--- config.mk ---
export PLATFORM = sky130hd
export DESIGN_NAME = rn_cell
export DESIGN_NICKNAME = d
export VERILOG_FILES = /design/src/rtl/rn_pkg.sv /design/src/rtl/rn_cell.sv
export SDC_FILE = /design/constraint.sdc
export NUM_CORES = 1
export LEC_CHECK = 0
export BUFFER_PORTS_ARGS = -buffer_cell sky130_fd_sc_hd__buf_4
export CORE_MARGIN = 8
export CORE_UTILIZATION = 52
export CTS_CLUSTER_DIAMETER = 30
export CTS_CLUSTER_SIZE = 8
export DETAILED_ROUTE_END_ITERATION = 10
export PLACE_DENSITY = 0.83
export SLEW_MARGIN = 40
export SYNTH_ARGS = -nofsm -noshare
export SYNTH_HDL_FRONTEND = slang
export SYNTH_SLANG_ARGS = --single-unit
--- constraint.sdc ---
create_clock -name clk -period 5.8 [get_ports clk]
set_input_delay 1.16 -clock clk [delete_from_list [all_inputs] [get_ports clk]]
set_output_delay 1.16 -clock clk [all_outputs]
set_load 0.01 [all_outputs]
--- src/rtl/rn_pkg.sv ---
// Package for the rank normaliser: capacity constants, the packed
// request, result, travelling-token and cell-slot types and the state enum.
// No dependencies.
package rn_pkg;

  localparam int MAX_COUNT = 64;
  localparam int CNT_W     = $clog2(MAX_COUNT + 1);

  typedef struct packed {
    logic signed [31:0] value;
    logic               last;
  } in_t;

  typedef struct packed {
    logic [6:0] rank;
    logic       end_of_set;
    logic       overflowed;
  } out_t;

  // A newly loaded value travelling down the chain, counting stored
  // values that are less than or equal to it.
  typedef struct packed {
    logic               vld;
    logic signed [31:0] value;
    logic [CNT_W-1:0]   cnt;
  } tok_t;

  // The value parked in one cell and its running rank.
  typedef struct packed {
    logic               vld;
    logic signed [31:0] value;
    logic [CNT_W-1:0]   rank;
  } slot_t;

  typedef enum logic [2:0] {
    ST_LOAD   = 3'b001,
    ST_SETTLE = 3'b010,
    ST_DRAIN  = 3'b100
  } state_t;

endpackage

--- src/rtl/rn_cell.sv ---
// One cell of the rank chain: holds one stored value with its rank, passes
// the travelling token on to the next cell and takes the next slot on a shift.
// Depends on rn_pkg.
module rn_cell (
  input  logic          clk,
  input  logic          rst_n,
  input  rn_pkg::tok_t  tok_in,
  input  logic          shift,
  input  rn_pkg::slot_t slot_in,
  output rn_pkg::tok_t  tok_out,
  output rn_pkg::slot_t slot_out
);

  rn_pkg::slot_t slot_r, slot_nxt;
  rn_pkg::tok_t  tok_r, tok_nxt;
  logic          s_le_v;
  logic          v_le_s;

  assign s_le_v = slot_r.value <= tok_in.value;
  assign v_le_s = tok_in.value <= slot_r.value;

  always_comb begin
    slot_nxt = slot_r;
    tok_nxt  = tok_in;
    tok_nxt.vld = 1'b0;
    if (shift) begin
      slot_nxt = slot_in;
    end else if (tok_in.vld) begin
      if (slot_r.vld) begin
        // Pass the token on, both sides counting their own rank.
        tok_nxt.vld = 1'b1;
        if (s_le_v) begin
          tok_nxt.cnt = tok_in.cnt + 1'b1;
        end
        if (v_le_s) begin
          slot_nxt.rank = slot_r.rank + 1'b1;
        end
      end else begin
        // First empty cell: the token settles here, counting itself.
        slot_nxt.vld   = 1'b1;
        slot_nxt.value = tok_in.value;
        slot_nxt.rank  = tok_in.cnt + 1'b1;
      end
    end
  end

  always_ff @(posedge clk) begin
    if (!rst_n) begin
      slot_r.vld <= 1'b0;
      tok_r.vld  <= 1'b0;
    end else begin
      slot_r <= slot_nxt;
      tok_r  <= tok_nxt;
    end
  end

  assign tok_out  = tok_r;
  assign slot_out = slot_r;

endmodule
; Word level (Yosys, flattened, before mapping)
; Cells that the tools add are included.
[word_totals]
regBits = 80
ramBits = 0
latchBits = 0
elab_cells = 28
input_bits = 83
mem_bits_ro = 0
n_memories = 0
[classes]
eq_ne = 2
mul = 0
magnitude_cmp = 2
shift = 0
addsub = 2
div = 0
n_mux = 10
reduce_logical = 4
bitwise = 2
[op_table]
columns = operator, n
row1 = $mux W40, 2
row2 = $le A32 B32 Y1, 2
row3 = $mux W7, 6
row4 = $mux W32, 1
row5 = $add A7 B1 Y7 const B, 2
row6 = $reduce_and A3 Y1, 2
row7 = $ne A3 B2 Y1 const B, 1
row8 = $reduce_or A3 Y1, 1
row9 = $ne A2 B2 Y1 const B, 1
row10 = $not A1 Y1, 2
row11 = $reduce_bool A2 Y1, 1
row12 = $mux W1, 1

; Depth between registers and ports, before layout
; Gate-level depths: netlist of run 1.
[logic_depth]
word_depth = 5
ltp_mapped = 10
ltp_nobuf = 10

; Least setup slack after synthesis of run 1
; No wires, ideal clock.
[synth_path]
kind = input -> register
from = input port tok_in[38] (netlist bit)
to = register slot_r, in the netlist slot_out[0] (enable)
path_buffers = 0
arrival_time_ns = 3.270
required_ns = 5.427
path_stages = 8
setup_ns = 0.373
slack_ns = 2.157
cell_sequence = ha_1 > nand4_1 > or4_4 > nor3_4 > a21oi_2 > xnor2_2 > o21ai_0 > a21oi_1
[synth_between]
elab_chain_len = 3
[synth_rtl]
columns = element, line
row1 = "start, declared", rn_cell.sv:7  ; input rn_pkg::tok_t tok_in,
row2 = $le A32 B32 Y1, rn_cell.sv:20  ; assign v_le_s = tok_in.value <= slot_r.value;
row3 = $ne A3 B2 Y1 (no source line), -
row4 = $reduce_and A3 Y1 (no source line), -
row5 = "end signal, assigned", rn_cell.sv:52  ; slot_r <= slot_nxt;
row6 = "end, declared", rn_cell.sv:14  ; rn_pkg::slot_t slot_r, slot_nxt;
; No other way between the ends.
; A chain may end at the register's enable or synchronous reset.

; Worst setup path after layout of run 1
[layout_path]
from = input port tok_in[38] (netlist bit)
to = register slot_r, in the netlist slot_out[5] (enable)
; The elaborated chain is that of the path after synthesis.

==> flow_summary.ini, run 1 <==
[run_status]
status = complete, no violations

[critical_path]
cp.required_ns = 5.77
worstRegToRegCells = 9
crit_chain = buf_4, ha_1, nand4_1, or4_4, nor3_4, a21oi_2, xnor2_2, o21ai_0, a21oi_1
crit_start = tok_in[38]
crit_type = in2reg
worst_path_max_delay_cell = or4_4
r2r-start = slot_out[38]
cp.arrival_ns = 3.69
r2r_end = slot_out[5]
slowest_delay_ns = 0.58
crit_family = simple AND/OR/NAND/NOR gates
cp-end-kind = register
cp_num_buf_inv = 1
worst-path-max-fanout = 7
cp-start-kind = primary input
cp_num_cells = 9
rrSetupSlack_ns = 2.64
crit_end = slot_out[5]

[synthesis]
synth_nets = 427
ys_warn_count = 0
netlist_area_mm2 = 0.00406
syn_inst = 310
synth.avg_cell_area_um2 = 13.1
synth.distinct_cells = 32
ys_ff_latch = 80
yosysSeqAreaShare_pct = 58.7

[clock_tree]
clock_path_buffers = 2
clkLatencyLatePin_ns = 0.34
cts_resized = 0
post_cts_buffers = 0
cts_made_buffers = 9
cts_tree = yes
cts-root-buf = clkbuf_8
ctsHtreeMaxLevel = 3
cts_sinks = 80
clkSlewWorstSetupHoldPaths_ns = 0.07
hold_buffers = 0

[power_and_ir_drop]
leakage_nw = 2.51
peakVddDrop_mv = 0.162
power_mw = 1.45
p_per_area_mw_per_mm2 = 257

[route]
drc_errors = 0
vias = 3082
initialDrtViolationCount = 123
wl_per_cell_um = 18.4
first_pass_iters = 4
viasPerCell = 5.27
ant_nets = 0
drt-total-wl_mm = 10.7

[timing]
clock_skew_ns = 0.00915
setup-violations-final = 0
min_period_ns = 3.72
fin_ws_ns = 2.08
finalSetupTns_ns = 0
fin_crit_sh_pct = 64.1
worstMarginPinSlew_ns = 0.663
rsz0062_at_grt = no
hold_viol = 0
relSlewSlack_pct = 55.8
whs_ns = 0.840
slew_violations = 0
fmax_mhz = 269

[finish]
seqCellArea_mm2 = 0.00238
fin_area_mm2 = 0.00565
diodes = 0
syn2layout_area_growth_pct = 39.1
final_util_pct = 73.8
nNetsFinal = 595
nFillCells = 535
multi_input_area_mm2 = 0.00152
stdcell_count = 585
drive_gt1_share_pct = 44.9

[placement]
dp_hpwl_mm = 8.45
postPlaceCellArea_mm2 = 0.00542
finalWeightedCongestion = 0.838
place_inst = 569
dp_slack_ns = 1.70
port_buffers = 162

[die]
die_h_um = 104
core_mm2 = 0.00765
start_util_pct = 53.1
die_x_um = 104
die_area_mm2 = 0.0109
placementRows = 32
pin_count = 163

[global_routing]
grt_pass1_wl_mm = 17.0
grt_pass1_vias = 3350
grt-ovfl-total = 0
antenna_found_initial = 0
grt_max_degree = 50
grt_use_total_pct = 19.6

[worst_hold_path]
hp-class = reg2reg
worstHoldStart = slot_out[6]

[job]
drv_cap = 0
flip-flops by register name (all words and copies together) (netlist names):
register,flops
tok_out,40
slot_out,40
synthesized netlist by cell type, drive strengths merged:
cell	n	area [um^2]
a2111o	1	11.3
mux2i	1	10.0
nand3	10	50.1
inv	37	139
o221ai	1	8.76
nand4	6	37.5
nor3	2	21.3
or4	1	11.3
o21ai	17	85.1
nor4	1	6.26
and3	1	6.26
xor2	11	96.3
nand2b	1	6.26
xnor2	6	60.1
ha	34	425
or2	2	12.5
a211oi	6	45.0
edfxtp	78	2340
a21oi	19	103
o211ai	2	15.0
nor2	4	15.0
buf	3	11.3
clkbuf	4	15.0
a221oi	1	8.76
dfxtp	2	40.0
mux2	33	375
nor2b	1	6.26
nand2	25	93.8
logic make-up (layout without fill, tap and decap cells):
family	after synthesis	count (layout)	synth area share [%]
flops	80	80	58.7
fa+ha+maj	34	34	10.5
buf+inv	44	217	4.07
xor+xnor	17	17	3.85
mux	34	34	9.50
compound gates	47	47	6.81
simple gates	54	54	6.57
report_power, final:
part	total, mW	switching (mW)	leakage, nW	internal [mW]
Sequential	0.704	0.0204	0.771	0.684
Combinational	0.268	0.130	1.63	0.138
Clock	0.477	0.189	0.112	0.287
Total	1.45	0.340	2.51	1.11
layout by cell type (no fill, tap or decap), types with 2 or more instances in the layout:
master	Yosys	final
a211oi_1	6	6
a21oi_1	17	16
a21oi_2	2	2
buf_4	0	162
buf_8	0	2
bufinv_16	0	3
clkbuf_1	4	4
clkbuf_8	0	9
dfxtp_1	2	2
edfxtp_1	78	78
ha_1	34	34
inv_1	37	37
mux2_2	32	32
nand2_1	25	25
nand3_1	10	10
nand4_1	6	6
nor2_1	4	4
o211ai_1	2	2
o21ai_0	17	17
or2_2	2	2
xnor2_1	5	5
xor2_1	11	11
cell type report:
cell class,count,area share (%)
flip-flops and latches,80,42.2
multi-input cells,186,27.0
repair buffers,164,22.1
clock buffers,13,2.46
inverters,37,2.46
well taps,102,2.26
clock inverters,3,1.60
how the worst min path moves through the flow:
| stage | slack [ns] | cells after the start | endpoint |
|---|---|---|---|
| global placement | 0.79 | 4 | slot_out[4] |
| global route | 0.86 | 4 | slot_out[6] |
| CTS | 0.84 | 4 | slot_out[6] |
| finish | 0.84 | 4 | slot_out[6] |
| detailed placement | 0.81 | 4 | slot_out[4] |
| floorplan | 0.79 | 3 | tok_out[39] |
routing by layer:
layer	vias to the layer above	global-route usage (%)	share of wire [%]
met1	1483	21.4	39
li1	1472	-	-
met3	17	6.94	7.3
met2	110	34.2	52
met5	-	0	0
met4	0	7.14	1.9
worst reg2reg max path: cells and delay by family, from the launching register on:
family                   cells  cell delay, ns
flip-flops                   1            0.35
AND/OR/NAND/NOR              3            0.94
adder cells (fa/ha/maj)      1            0.34
AO/OA/AOI/OAI                3            0.81
buffers and inverters        1            0.05
XOR/XNOR                     1            0.30
Power figures use the tool's default switching activity.
==> inputs of run 2 (changes only) <==
--- a/config.mk
+++ b/config.mk
@@ -7,11 +7,11 @@
 export LEC_CHECK = 0
 export BUFFER_PORTS_ARGS = -buffer_cell sky130_fd_sc_hd__buf_4
 export CORE_MARGIN = 8
-export CORE_UTILIZATION = 52
+export CORE_UTILIZATION = 44
 export CTS_CLUSTER_DIAMETER = 30
 export CTS_CLUSTER_SIZE = 8
 export DETAILED_ROUTE_END_ITERATION = 10
-export PLACE_DENSITY = 0.83
+export PLACE_DENSITY = 0.75
 export SLEW_MARGIN = 40
 export SYNTH_ARGS = -nofsm -noshare
 export SYNTH_HDL_FRONTEND = slang
==> constraint.sdc (replaced) <==
create_clock -name clk -period 3 [get_ports clk]
set_input_delay 0.6 -clock clk [delete_from_list [all_inputs] [get_ports clk]]
set_output_delay 0.6 -clock clk [all_outputs]
set_load 0.01 [all_outputs]
==> run 2 against run 1 <==
  * Non-clock buffer count is 7 higher
  * First-iteration DRC count down 39%
  * Via count decreased by 1.2%
  * Routed wire length up 1.2%
  * Global-route usage is 2.4 points lower
  * Count of clock-buffer cells in the layout decreased by 4
  * Critical path type is now reg2reg
  * Highest routed layer unchanged
==> flow_summary.ini, run 2 (same netlist as run 1, synthesis figures left out) <==
[run_status]
status = complete, no violations

[clock_tree]
cts_made_buffers = 9
clock_path_buffers = 2
post_cts_buffers = 0
hold_buffers = 0
cts-root-buf = clkbuf_8
cts_sinks = 80
cts_tree = yes
cts_resized = 0
ctsHtreeMaxLevel = 3
clkSlewWorstSetupHoldPaths_ns = 0.09
clkLatencyLatePin_ns = 0.35

[finish]
seqCellArea_mm2 = 0.00238
drive_gt1_share_pct = 46.7
syn2layout_area_growth_pct = 39.2
layout_commonest_cell = buf_4
diodes = 0
stdcell_count = 601
final_cell_mix = buf_4, edfxtp_1, inv_1, ha_1, mux2_2
multi_input_area_mm2 = 0.00153
final_util_pct = 62.0
nFillCells = 769
nNetsFinal = 602

[timing]
fin_crit_sh_pct = 91.6
relSlewSlack_pct = 60.6
min_period_ns = 2.75
hold_viol = 0
fin_ws_ns = 0.251
whs_ns = 0.435
worstMarginPinSlew_ns = 0.590
rsz0062_at_grt = no
setup-violations-final = 0
fmax_mhz = 364
clock_skew_ns = 0.0157
finalSetupTns_ns = 0
slew_violations = 0

[critical_path]
slowest_delay_ns = 0.59
worst-path-max-fanout = 7
worst_path_max_delay_cell = or4_4
cp-end-kind = register
cpMostUsedCell = a21oi_2
crit_type = reg2reg
crit_chain = inv_1, ha_1, nand4_1, or4_4, nor3_4, a21oi_2, xnor2_2, o21ai_0, a21oi_2, buf_4
cp.arrival_ns = 2.82
cp.required_ns = 3.07
cp-start-kind = register

[power_and_ir_drop]
leakage_nw = 2.51
p_per_area_mw_per_mm2 = 464
peakVddDrop_mv = 0.234

[die]
pin_count = 163
start_util_pct = 44.5
die_x_um = 112
core_mm2 = 0.00911
placementRows = 35
die_h_um = 112
die_area_mm2 = 0.0126

[route]
initialDrtViolationCount = 75
first_pass_iters = 4
drt-total-wl_mm = 10.9
ant_nets = 0
viasPerCell = 5.07
vias = 3045
wl_per_cell_um = 18.1
drc_errors = 0

[placement]
port_buffers = 162
place_inst = 585
dp_slack_ns = -0.0663
finalWeightedCongestion = 0.780
dp_hpwl_mm = 8.44

[worst_hold_path]
hp-class = in2reg

[job]
drv_cap = 0

[global_routing]
grt_use_total_pct = 17.2
grt_pass1_vias = 3347
grt_pass1_wl_mm = 17.2
antenna_found_initial = 0
grt-ovfl-total = 0
grt_max_degree = 49
-- run 2: where the power goes --
part	switching, mW	internal, mW	leakage [nW]
sequential	0.0402	1.32	0.771
combinational	0.251	0.273	1.66
clock	0.429	0.308	0.0827
total	0.720	1.90	2.51
-- run 2: worst paths after layout --
path                start          end  slack [ns]  cells after the start
min reg2reg   slot_out[0]  slot_out[0]        0.83                      2
max reg2reg  slot_out[37]  slot_out[3]        0.25                     10
max          slot_out[37]  slot_out[3]        0.25                     10
min             tok_in[7]   tok_out[7]        0.43                      1
-- run 2: stage by stage --
stage,total power [mW],instance area (um^2)
final,2.62,5650
after global placement,1.90,5470
after floorplan,1.61,4060
after global routing,2.76,5650
after CTS,2.66,5650
after detailed placement,1.92,5470
-- run 2: final cells by class --
class	count	area share [%]
clock buffers	9	2.19
clock inverters	7	0.953
inverters	37	2.46
multi-input cells	186	27.0
flip-flops and latches	80	42.2
well taps	111	2.46
repair buffers	171	22.7
-- run 2: worst max-delay path: cells and delay by family (launching register included) --
family,cells,cell delay (ns)
and+or+nand+nor,3,0.95
AOI/OAI and AO/OA,3,0.39
DFF,1,0.37
adders and majority gates,1,0.30
buffers and inverters,2,0.23
xor gates and xnor gates,1,0.22
-- run 2: layer usage --
layer	vias up	part of all wire, %	GRT usage (%)
met5	-	0	0
met4	0	0.94	4.14
met3	9	9.7	8.37
met2	97	50	29.1
met1	1455	40	19.2
li1	1484	-	-
